===== src/rtl/core/stm_pkg.sv =====
// Shared types and constants for the sensor threshold monitor.
// Used by the front, queue, back and top-level modules; no dependencies.
package stm_pkg;

    localparam int VALUE_W    = 16;
    localparam int EXT_W      = 18;
    localparam int COUNT_W    = 3;
    localparam int CFG_IDX_W  = 3;
    localparam int S_DATA_W   = 24;
    localparam int M_DATA_W   = 24;
    localparam int QUEUE_DEPTH = 4;
    localparam int QPTR_W     = $clog2(QUEUE_DEPTH);
    localparam int QCNT_W     = $clog2(QUEUE_DEPTH + 1);

    localparam logic CMD_SAMPLE = 1'b0;
    localparam logic CMD_ERROR  = 1'b1;

    typedef logic [1:0] t_kind;
    localparam t_kind KIND_SAMPLE = 2'd0;
    localparam t_kind KIND_NAN    = 2'd1;
    localparam t_kind KIND_ERROR  = 2'd2;

    localparam logic [CFG_IDX_W-1:0] CFG_WARNING_LEVEL      = 3'd0;
    localparam logic [CFG_IDX_W-1:0] CFG_CRITICAL_LEVEL     = 3'd1;
    localparam logic [CFG_IDX_W-1:0] CFG_THRESHOLD_ENABLES  = 3'd2;
    localparam logic [CFG_IDX_W-1:0] CFG_TRIGGER_HYSTERESIS = 3'd3;
    localparam logic [CFG_IDX_W-1:0] CFG_PUBLISH_HYSTERESIS = 3'd4;

    typedef struct packed {
        t_kind                      kind;
        logic signed [VALUE_W-1:0] reading;
    } t_entry;

    typedef struct packed {
        logic signed [VALUE_W-1:0] warning_level;
        logic signed [VALUE_W-1:0] critical_level;
        logic [1:0]                 threshold_enables;
        logic [VALUE_W-1:0]         trigger_hysteresis;
        logic [VALUE_W-1:0]         publish_hysteresis;
    } t_cfg;

    typedef struct packed {
        logic available;
        logic functional;
        logic critical_alarm_changed;
        logic warning_alarm_changed;
        logic critical_alarm;
        logic warning_alarm;
        logic value_published;
        logic shown_valid;
        logic signed [VALUE_W-1:0] shown_value;
    } t_result;

endpackage


===== src/rtl/core/stm_front.sv =====
// Front end: accepts input words and classifies each into sample, no-reading or error.
// Depends on stm_pkg; feeds stm_queue.
module stm_front (
    input  logic                        i_s_axis_tvalid,
    output logic                        o_s_axis_tready,
    input  logic [stm_pkg::S_DATA_W-1:0] i_s_axis_tdata,
    input  logic                        i_s_axis_tuser,
    input  logic                        i_q_full,
    output logic                        o_push,
    output stm_pkg::t_entry             o_entry
);
    import stm_pkg::*;

    logic reading_valid;

    assign reading_valid   = i_s_axis_tdata[VALUE_W];
    assign o_s_axis_tready = !i_q_full;
    assign o_push          = i_s_axis_tvalid && !i_q_full;

    always_comb begin
        o_entry.reading = '0;
        if (i_s_axis_tuser == CMD_ERROR) begin
            o_entry.kind = KIND_ERROR;
        end else if (reading_valid) begin
            o_entry.kind    = KIND_SAMPLE;
            o_entry.reading = i_s_axis_tdata[VALUE_W-1:0];
        end else begin
            o_entry.kind = KIND_NAN;
        end
    end

endmodule


===== src/rtl/core/stm_queue.sv =====
// Short queue between the front end and the back end.
// Depends on stm_pkg.
module stm_queue (
    input  logic            i_clk,
    input  logic            i_rst_n,
    input  logic            i_push,
    input  stm_pkg::t_entry i_entry,
    input  logic            i_pop,
    output logic            o_full,
    output logic            o_valid,
    output stm_pkg::t_entry o_entry
);
    import stm_pkg::*;

    t_entry              r_mem [QUEUE_DEPTH];
    logic [QPTR_W-1:0]   r_head, n_head;
    logic [QPTR_W-1:0]   r_tail, n_tail;
    logic [QCNT_W-1:0]   r_count, n_count;
    logic                do_push;
    logic                do_pop;

    assign o_full  = (r_count == QCNT_W'(QUEUE_DEPTH));
    assign o_valid = (r_count != '0);
    assign o_entry = r_mem[r_head];
    assign do_push = i_push && !o_full;
    assign do_pop  = i_pop && o_valid;

    always_comb begin
        n_head  = do_pop  ? r_head + 1'b1 : r_head;
        n_tail  = do_push ? r_tail + 1'b1 : r_tail;
        n_count = r_count + QCNT_W'(do_push) - QCNT_W'(do_pop);
    end

    always_ff @(posedge i_clk) begin
        if (do_push) begin
            r_mem[r_tail] <= i_entry;
        end
    end

    always_ff @(posedge i_clk) begin
        if (!i_rst_n) begin
            r_head  <= '0;
            r_tail  <= '0;
            r_count <= '0;
        end else begin
            r_head  <= n_head;
            r_tail  <= n_tail;
            r_count <= n_count;
        end
    end

endmodule


===== src/rtl/core/stm_back.sv =====
// Back end: configuration registers, sensor state, alarm update and output register.
// Depends on stm_pkg; drains stm_queue.
module stm_back #(
    parameter int ERROR_LIMIT = 5
) (
    input  logic                          i_clk,
    input  logic                          i_rst_n,
    input  logic                          i_cfg_valid,
    output logic                          o_cfg_ready,
    input  logic [stm_pkg::CFG_IDX_W-1:0] i_cfg_index,
    input  logic [stm_pkg::VALUE_W-1:0]   i_cfg_data,
    input  logic                          i_q_valid,
    input  stm_pkg::t_entry               i_q_entry,
    output logic                          o_pop,
    output logic                          o_m_axis_tvalid,
    input  logic                          i_m_axis_tready,
    output stm_pkg::t_result              o_result
);
    import stm_pkg::*;

    t_cfg                       r_cfg;
    logic signed [VALUE_W-1:0]  r_last, n_last;
    logic                       r_known, n_known;
    logic                       r_warn, n_warn;
    logic                       r_crit, n_crit;
    logic [COUNT_W-1:0]         r_count, n_count;
    logic                       r_func, n_func;
    logic                       r_out_valid;
    t_result                    r_out, n_out;

    logic signed [VALUE_W:0]    diff;
    logic [VALUE_W:0]           diff_mag;
    logic [COUNT_W-1:0]         count_inc;
    logic                       published;

    function automatic logic schmitt(
        input logic                      cur,
        input logic signed [VALUE_W-1:0] value,
        input logic signed [VALUE_W-1:0] level,
        input logic [VALUE_W-1:0]        hyst
    );
        logic signed [EXT_W-1:0] low_edge;
        logic                    res;
        low_edge = EXT_W'(level) - $signed({2'b00, hyst});
        if (value >= level) begin
            res = 1'b1;
        end else if (EXT_W'(value) < low_edge) begin
            res = 1'b0;
        end else begin
            res = cur;
        end
        return res;
    endfunction

    assign o_cfg_ready     = 1'b1;
    assign o_pop           = i_q_valid && (!r_out_valid || i_m_axis_tready);
    assign o_m_axis_tvalid = r_out_valid;
    assign o_result        = r_out;

    assign diff      = (VALUE_W+1)'(r_last) - (VALUE_W+1)'(i_q_entry.reading);
    assign diff_mag  = diff[VALUE_W] ? unsigned'(-diff) : unsigned'(diff);
    assign count_inc = r_count + 1'b1;

    always_comb begin
        n_last    = r_last;
        n_known   = r_known;
        n_warn    = r_warn;
        n_crit    = r_crit;
        n_count   = r_count;
        n_func    = r_func;
        published = 1'b0;
        unique case (i_q_entry.kind)
            KIND_SAMPLE, KIND_NAN: begin
                if (i_q_entry.kind == KIND_SAMPLE) begin
                    if (!r_known || diff_mag > {1'b0, r_cfg.publish_hysteresis}) begin
                        n_last    = i_q_entry.reading;
                        n_known   = 1'b1;
                        published = 1'b1;
                    end
                end else begin
                    n_last    = '0;
                    n_known   = 1'b0;
                    published = 1'b1;
                end
                if (n_known && r_cfg.threshold_enables[0]) begin
                    n_warn = schmitt(r_warn, n_last, r_cfg.warning_level,
                                     r_cfg.trigger_hysteresis);
                end
                if (n_known && r_cfg.threshold_enables[1]) begin
                    n_crit = schmitt(r_crit, n_last, r_cfg.critical_level,
                                     r_cfg.trigger_hysteresis);
                end
                n_func  = (i_q_entry.kind == KIND_SAMPLE);
                n_count = '0;
            end
            default: begin
                if (r_count < COUNT_W'(ERROR_LIMIT)) begin
                    n_count = count_inc;
                    if (count_inc == COUNT_W'(ERROR_LIMIT)) begin
                        n_last    = '0;
                        n_known   = 1'b0;
                        published = 1'b1;
                        n_func    = 1'b0;
                        n_count   = '0;
                    end
                end
            end
        endcase

        n_out.shown_value            = n_last;
        n_out.shown_valid            = n_known;
        n_out.value_published        = published;
        n_out.warning_alarm          = n_warn;
        n_out.critical_alarm         = n_crit;
        n_out.warning_alarm_changed  = n_warn ^ r_warn;
        n_out.critical_alarm_changed = n_crit ^ r_crit;
        n_out.functional             = n_func;
        n_out.available              = n_func;
    end

    always_ff @(posedge i_clk) begin
        if (!i_rst_n) begin
            r_cfg.warning_level      <= 16'sh7FFF;
            r_cfg.critical_level     <= 16'sh7FFF;
            r_cfg.threshold_enables  <= '0;
            r_cfg.trigger_hysteresis <= '0;
            r_cfg.publish_hysteresis <= '0;
        end else if (i_cfg_valid) begin
            unique case (i_cfg_index)
                CFG_WARNING_LEVEL:      r_cfg.warning_level      <= i_cfg_data;
                CFG_CRITICAL_LEVEL:     r_cfg.critical_level     <= i_cfg_data;
                CFG_THRESHOLD_ENABLES:  r_cfg.threshold_enables  <= i_cfg_data[1:0];
                CFG_TRIGGER_HYSTERESIS: r_cfg.trigger_hysteresis <= i_cfg_data;
                CFG_PUBLISH_HYSTERESIS: r_cfg.publish_hysteresis <= i_cfg_data;
                default: begin
                end
            endcase
        end
    end

    always_ff @(posedge i_clk) begin
        if (!i_rst_n) begin
            r_last      <= '0;
            r_known     <= 1'b0;
            r_warn      <= 1'b0;
            r_crit      <= 1'b0;
            r_count     <= '0;
            r_func      <= 1'b1;
            r_out_valid <= 1'b0;
        end else begin
            if (o_pop) begin
                r_last  <= n_last;
                r_known <= n_known;
                r_warn  <= n_warn;
                r_crit  <= n_crit;
                r_count <= n_count;
                r_func  <= n_func;
            end
            if (o_pop) begin
                r_out_valid <= 1'b1;
            end else if (i_m_axis_tready) begin
                r_out_valid <= 1'b0;
            end
        end
    end

    always_ff @(posedge i_clk) begin
        if (o_pop) begin
            r_out <= n_out;
        end
    end

endmodule


===== src/rtl/core/sensor_threshold_monitor_core.sv =====
// Sensor threshold monitor top level: front end, queue and back end.
// Depends on stm_pkg, stm_front, stm_queue and stm_back.
//
// Takes one word per cycle while the queue is not full: a temperature
// sample (signed Q8.8 with a valid flag) or a read-error event, and
// returns one result word per input word, in order. The front end
// classifies each word into a four-entry queue; the back end updates the
// published value, the warning and critical Schmitt-trigger alarms and
// the status flags for each word and holds the result in an output
// register. A word passes through the queue and then the output register
// before its result appears; the sustained rate is one word per cycle
// while the output side accepts results. Configuration writes are taken
// every cycle and must happen only while no word is in flight.
module sensor_threshold_monitor_core #(
    parameter int ERROR_LIMIT = 5
) (
    input  logic                          i_clk,
    input  logic                          i_rst_n,
    input  logic                          i_cfg_valid,
    output logic                          o_cfg_ready,
    input  logic [stm_pkg::CFG_IDX_W-1:0] i_cfg_index,
    input  logic [stm_pkg::VALUE_W-1:0]   i_cfg_data,
    input  logic                          i_s_axis_tvalid,
    output logic                          o_s_axis_tready,
    // [15:0] reading, [16] reading_valid, [23:17] zero
    input  logic [stm_pkg::S_DATA_W-1:0]  i_s_axis_tdata,
    // [0] cmd
    input  logic                          i_s_axis_tuser,
    output logic                          o_m_axis_tvalid,
    input  logic                          i_m_axis_tready,
    // [15:0] shown_value, [16] shown_valid, [17] value_published,
    // [18] warning_alarm, [19] critical_alarm, [20] warning_alarm_changed,
    // [21] critical_alarm_changed, [22] functional, [23] available
    output logic [stm_pkg::M_DATA_W-1:0]  o_m_axis_tdata
);
    import stm_pkg::*;

    logic    q_full;
    logic    q_valid;
    logic    push;
    logic    pop;
    t_entry  front_entry;
    t_entry  head_entry;
    t_result result;

    stm_front u_front (
        .i_s_axis_tvalid (i_s_axis_tvalid),
        .o_s_axis_tready (o_s_axis_tready),
        .i_s_axis_tdata  (i_s_axis_tdata),
        .i_s_axis_tuser  (i_s_axis_tuser),
        .i_q_full        (q_full),
        .o_push          (push),
        .o_entry         (front_entry)
    );

    stm_queue u_queue (
        .i_clk   (i_clk),
        .i_rst_n (i_rst_n),
        .i_push  (push),
        .i_entry (front_entry),
        .i_pop   (pop),
        .o_full  (q_full),
        .o_valid (q_valid),
        .o_entry (head_entry)
    );

    stm_back #(
        .ERROR_LIMIT (ERROR_LIMIT)
    ) u_back (
        .i_clk           (i_clk),
        .i_rst_n         (i_rst_n),
        .i_cfg_valid     (i_cfg_valid),
        .o_cfg_ready     (o_cfg_ready),
        .i_cfg_index     (i_cfg_index),
        .i_cfg_data      (i_cfg_data),
        .i_q_valid       (q_valid),
        .i_q_entry       (head_entry),
        .o_pop           (pop),
        .o_m_axis_tvalid (o_m_axis_tvalid),
        .i_m_axis_tready (i_m_axis_tready),
        .o_result        (result)
    );

    assign o_m_axis_tdata = M_DATA_W'(result);

endmodule


===== config.mk =====
export PLATFORM = sky130hd
export DESIGN_NAME = sensor_threshold_monitor_core
export DESIGN_NICKNAME = d
export VERILOG_FILES = /design/src/rtl/core/stm_pkg.sv /design/src/rtl/core/stm_front.sv /design/src/rtl/core/stm_queue.sv /design/src/rtl/core/stm_back.sv /design/src/rtl/core/sensor_threshold_monitor_core.sv
export SDC_FILE = /design/constraint.sdc
export NUM_CORES = 1
export LEC_CHECK = 0
export CAP_MARGIN = 10
export CORE_MARGIN = 4
export CORE_UTILIZATION = 60
export CTS_BUF_LIST = sky130_fd_sc_hd__clkbuf_8 sky130_fd_sc_hd__clkbuf_16
export DETAILED_ROUTE_END_ITERATION = 10
export DONT_BUFFER_PORTS = 1
export PLACE_DENSITY = 0.76
export SLEW_MARGIN = 20
export SYNTH_ARGS = -nofsm -noshare
export SYNTH_HDL_FRONTEND = slang
export SYNTH_HIERARCHICAL = 1
export SYNTH_SLANG_ARGS = --single-unit

===== constraint.sdc =====
create_clock -name i_clk -period 8.85 [get_ports i_clk]
set_input_delay 0.885 -clock i_clk [delete_from_list [all_inputs] [get_ports i_clk]]
set_output_delay 0.885 -clock i_clk [all_outputs]
set_load 0.01 [all_outputs]

Yosys cells after proc, flatten, opt, wreduce, memory -nomap -nowiden
Memory sizes are Yosys's and may differ from the RTL's. A register that Yosys moved wholly into a read port is not among the register bits.
Cells that the tools add are included.
Cells by class
  $add $sub $neg: 9
  $lt $le $gt $ge: 6
  equality and inequality tests: 7
  multiplexer cells: 42
  bitwise logic cells: 2
  reduce and logical (&&, ||, !) cells: 23
Operator list (number)
  $mux 16: 8
  $lt 16x18->1: 2
  $sub 16x17->18: 2
  $ge 16x16->1: 2
  $mux 1: 27
  $gt 17x16->1: 1
  $mux 17: 1
  $neg 17->17: 1
  $sub 16x16->17: 1
  $reduce_and 2->1: 6
  $eq 3x3->1 const B: 3
  $mux 3: 3
  $eq 3x2->1 const B: 2
  $logic_and 1x1->1: 6
  $mux 2: 3
  $add 2x1->2 const B: 2
  $reduce_bool 2->1: 2
  $add 3x1->3: 1
  $add 3x1->3 const B: 1
  $eq 3x1->1 const B: 1
  $logic_not 1->1: 3
  $logic_not 3->1: 1
  $lt 3x3->1 const B: 1
  $reduce_bool 3->1: 1
  other kinds (6): 8
Storage, ports and cells
  bits in registers: 120
  bits in writable memories: 72
  logic and storage cells: 113
  memories: 1
Memories
  u_queue.r_mem: words 4, bits a word 18, read ports 1, clocked after memory_dff 1, wr ports 1, RTL line stm_queue.sv:15  | t_entry r_mem [QUEUE_DEPTH];

Depth between registers and ports, before layout
  word-level depth: 14
  gate-level depth with buffers: 38

Cells and area by module
Netlist, hierarchy kept.
Modules (own cells, without submodules)
  stm_back: instances 1, cells an instance 1193, area an instance 9477.8 um^2, seq. area each 2492.4 um^2
  stm_queue: instances 1, cells an instance 143, area an instance 3120.5 um^2, seq. area each 2342.2 um^2
  stm_front: instances 1, cells an instance 22, area an instance 191.4 um^2, seq. area each 0.0 um^2

Worst setup path before layout
OpenSTA, ideal clock, no wires.
  path kind: register to register
  from: register with a tool-made name
  to: register u_back.r_out, in the netlist u_back/o_result[20] (data pin)
  library setup time: 0.152 ns
  data arrival time: 7.496 ns
  slack: 1.202 ns
  stages on the path, launching flop included: 36
  path buffers: 3
  cell sequence: dfxtp_1 buf_6 mux4_1 ha_1 fa_1 nand2b_1 a21o_1 a311o_1 o211ai_1 a22oi_1 or4_1 o31ai_1 xor2_1 ha_1 nand2_1 or2_2 nor4_1 nor2_1 o31ai_1 o31ai_2 buf_6 buf_4 nor2_1 a21oi_1 nor2_1 ha_1 nor2b_1 o21a_1 o21a_1 o21a_1 o21a_1 o21a_1 o41ai_1 a32oi_1 or3_1 o21ai_0
RTL lines
  end signal, assigned: RTL line stm_back.sv:169  | r_out <= n_out;
  end, declared: RTL line stm_back.sv:29  | t_result r_out, n_out;

==> impl_metrics.json <==
{
  "cts_buffers": 17,
  "yosys_warnings": 6,
  "synth_cell_types": 79,
  "cpPeakStageDelay_ns": 0.59,
  "grt_pass1_vias": 9625,
  "peakVddDrop_mv": 0.205,
  "worst_pin_slew_ns": 0.995,
  "cp_max_fo": 16,
  "cts_setup_buffers": 0,
  "status": "completed",
  "async_flop_share_pct": 0,
  "pin_count": 76,
  "synth.largest_area_cell": "edfxtp_1",
  "yosysSeqAreaShare_pct": 37.8,
  "drtAntennaViolNets": 0,
  "clockBufferDepth": 2,
  "dpl.hpwl_um": 23400,
  "synth_edf_count": 95,
  "synth_ff_type": "dfxtp_1",
  "die_h_um": 154,
  "mostFrequentLayoutCells": "nand2_1, ha_1, inv_1",
  "wl_met2_um": 14300,
  "grt_util_all_layers_pct": 26.5,
  "htree_levels": 4,
  "grt_first_pass_wirelength_um": 50300,
  "io_buffers": 0,
  "crit_family": "compound AO/OA/AOI/OAI gates",
  "cts.sinks": 194,
  "grt.overflow.total": 0,
  "crit_top_cell": "a21o_1",
  "fin_nets": 1531,
  "setup_tns_ns": 0,
  "synth_area_leaders": "edfxtp_1, dfxtp_1, ha_1",
  "cts_tree": "done",
  "dieArea_mm2": 0.0237,
  "routed.top_layer": "met4",
  "core_area_mm2": 0.0210,
  "slowest_stage": "mux4_2",
  "finalClockSkew_ns": 0.0146,
  "diodes": 0,
  "syn-cell-area_mm2": 0.0128,
  "insertion_delay_ns": 0.45,
  "grt_max_degree": 59,
  "preCtsSetupSlack_ns": 0.335,
  "syn_inst": 1358,
  "area_growth_pct": 6.56,
  "drt_iter0_drc": 924,
  "final_common_cell": "nand2_1",
  "ys_seq_elements": 194,
  "hold_class": "register to register",
  "crit_path_start_kind": "register",
  "die_w_um": 154,
  "routedWlPerCell_um": 19.4,
  "avgSynthCellArea_um2": 9.42,
  "fin_crit_ns": 8.34,
  "endpoint_kind": "register",
  "rsz0062_at_grt": "false",
  "setup_viol": 0,
  "power_per_cell_area_mw_per_mm2": 296,
  "min_period_over_period_pct": 94.2,
  "postLayoutSetupSlackWorst_ns": 0.513,
  "synthDominantCellAreaShare_pct": 22.3,
  "drt-met1-wl_um": 14300,
  "synth_fp_nets": 1552,
  "root_buffer": "clkbuf_16",
  "place.gp.congestion": 0.889,
  "initial_utilization_pct": 60.8,
  "drive_gt1_share_pct": 6.59,
  "cap_viol_max_count": 0,
  "critPathArrivalTime_ns": 8.50,
  "path_clk_slew_ns": 0.08,
  "viasPerCell": 6.15,
  "num_rows": 53,
  "fmax_mhz": 120,
  "relSlewSlack_pct": 33.4,
  "cp.required_ns": 9.01,
  "vias": 9999,
  "path_buf_inv": 4,
  "worstSetupPathType": "register to register",
  "met3WireLength_um": 2310,
  "antenna_found_initial": 0,
  "wl_um": 31600,
  "drtPass1Iterations": 5,
  "drc": 0,
  "maxSlewViolCount": 0,
  "hold_viol_final": 0,
  "p_leak_nw": 5.83
}
tightest hold or removal path, cell delays in order, from the launching register on:
cell,delay [ns]
dfxtp_1,0.32
nand2_1,0.05
a21oi_1,0.05
path summary, 6_finish.rpt:
path	from	end	slack (ns)	cells past startpoint
setup / recovery	register	u_back/o_result[19]$_DFFE_PP_	0.51	34
hold / removal	u_back/r_cfg[20]$_SDFFE_PN0P_	u_back/r_cfg[20]$_SDFFE_PN0P_	0.46	2
setup reg to reg	register	u_back/o_result[19]$_DFFE_PP_	0.51	34
hold reg to reg	u_back/r_cfg[20]$_SDFFE_PN0P_	u_back/r_cfg[20]$_SDFFE_PN0P_	0.46	2
synth_stat cells, types with 17 or more instances:
cell type and number:
nand4_1 17, dfxtp_1 99, nor2_1 70, o211ai_1 38, nand2_1 158, inv_1 127
nand3_1 24, edfxtp_1 95, a21o_1 30, mux2i_1 19, o21ai_0 59, a21oi_1 112
ha_1 141, clkbuf_1 35, nand2b_1 19, nor2b_1 20, xnor2_1 36
cell families (layout without fill, tap and decap cells):
family	count (synthesis)	count (layout)	share of synthesized area, %
simple gates	404	404	15.6
compound gates	343	343	17.6
mux	37	37	4.89
flops	194	194	37.8
fa+ha+maj	145	145	14.4
buf+inv	182	174	6.05
xor+xnor	52	52	3.56
other cells	1	1	0.0293
sequential cells by signal, summed over array words and instances (netlist names), 2 cells and up, named ones only:
name	count
u_back/r_count	3
u_queue/r_mem	72
u_back/o_result	23
u_queue/r_count	3
u_back/r_cfg	66
u_queue/r_tail	2
u_back/r_last	16
u_queue/r_head	2
power breakdown:
| group | switching, mW | total (mW) | leakage [nW] | internal (mW) |
|---|---|---|---|---|
| sequential | 0.114 | 1.23 | 1.71 | 1.12 |
| clock | 0.438 | 0.844 | 0.315 | 0.406 |
| combinational | 1.17 | 1.95 | 3.80 | 0.784 |
through the flow:
stage               power, mW  util, %  std cells  hold slack (ns)  cell area [um^2]
floorplan                2.72        -       1358            0.436             12800
global placement         3.12     61.7       1593            0.442             13000
detailed placement       3.17     61.7       1593            0.447             13000
CTS                      4.03     64.8       1625            0.459             13600
global route             4.34     64.8       1625            0.477             13600
finish                   4.03     64.8       1625            0.458             13600
layer usage:
layer	vias to the layer above	track usage, %
li1	4851	-
met1	4778	37.6
met2	322	41.4
met3	48	5.01
met4	0	8.16
met5	-	0
area by class of cell:
class,instances,area (um^2)
timing repair buffer,15,113
clock inverter,15,230
fill,1658,7390
inverter,127,477
sequential,194,4840
clock buffer,17,425
multi-input combinational,982,7200
tap,275,344
timing repair:
item / 4_1_cts / 5_1_grt
endpoints found under the setup margin: 0 / 6
hold buffers: 0 / 0
gates resized for setup: 0 / 5
Power figures use the tool's default switching activity.
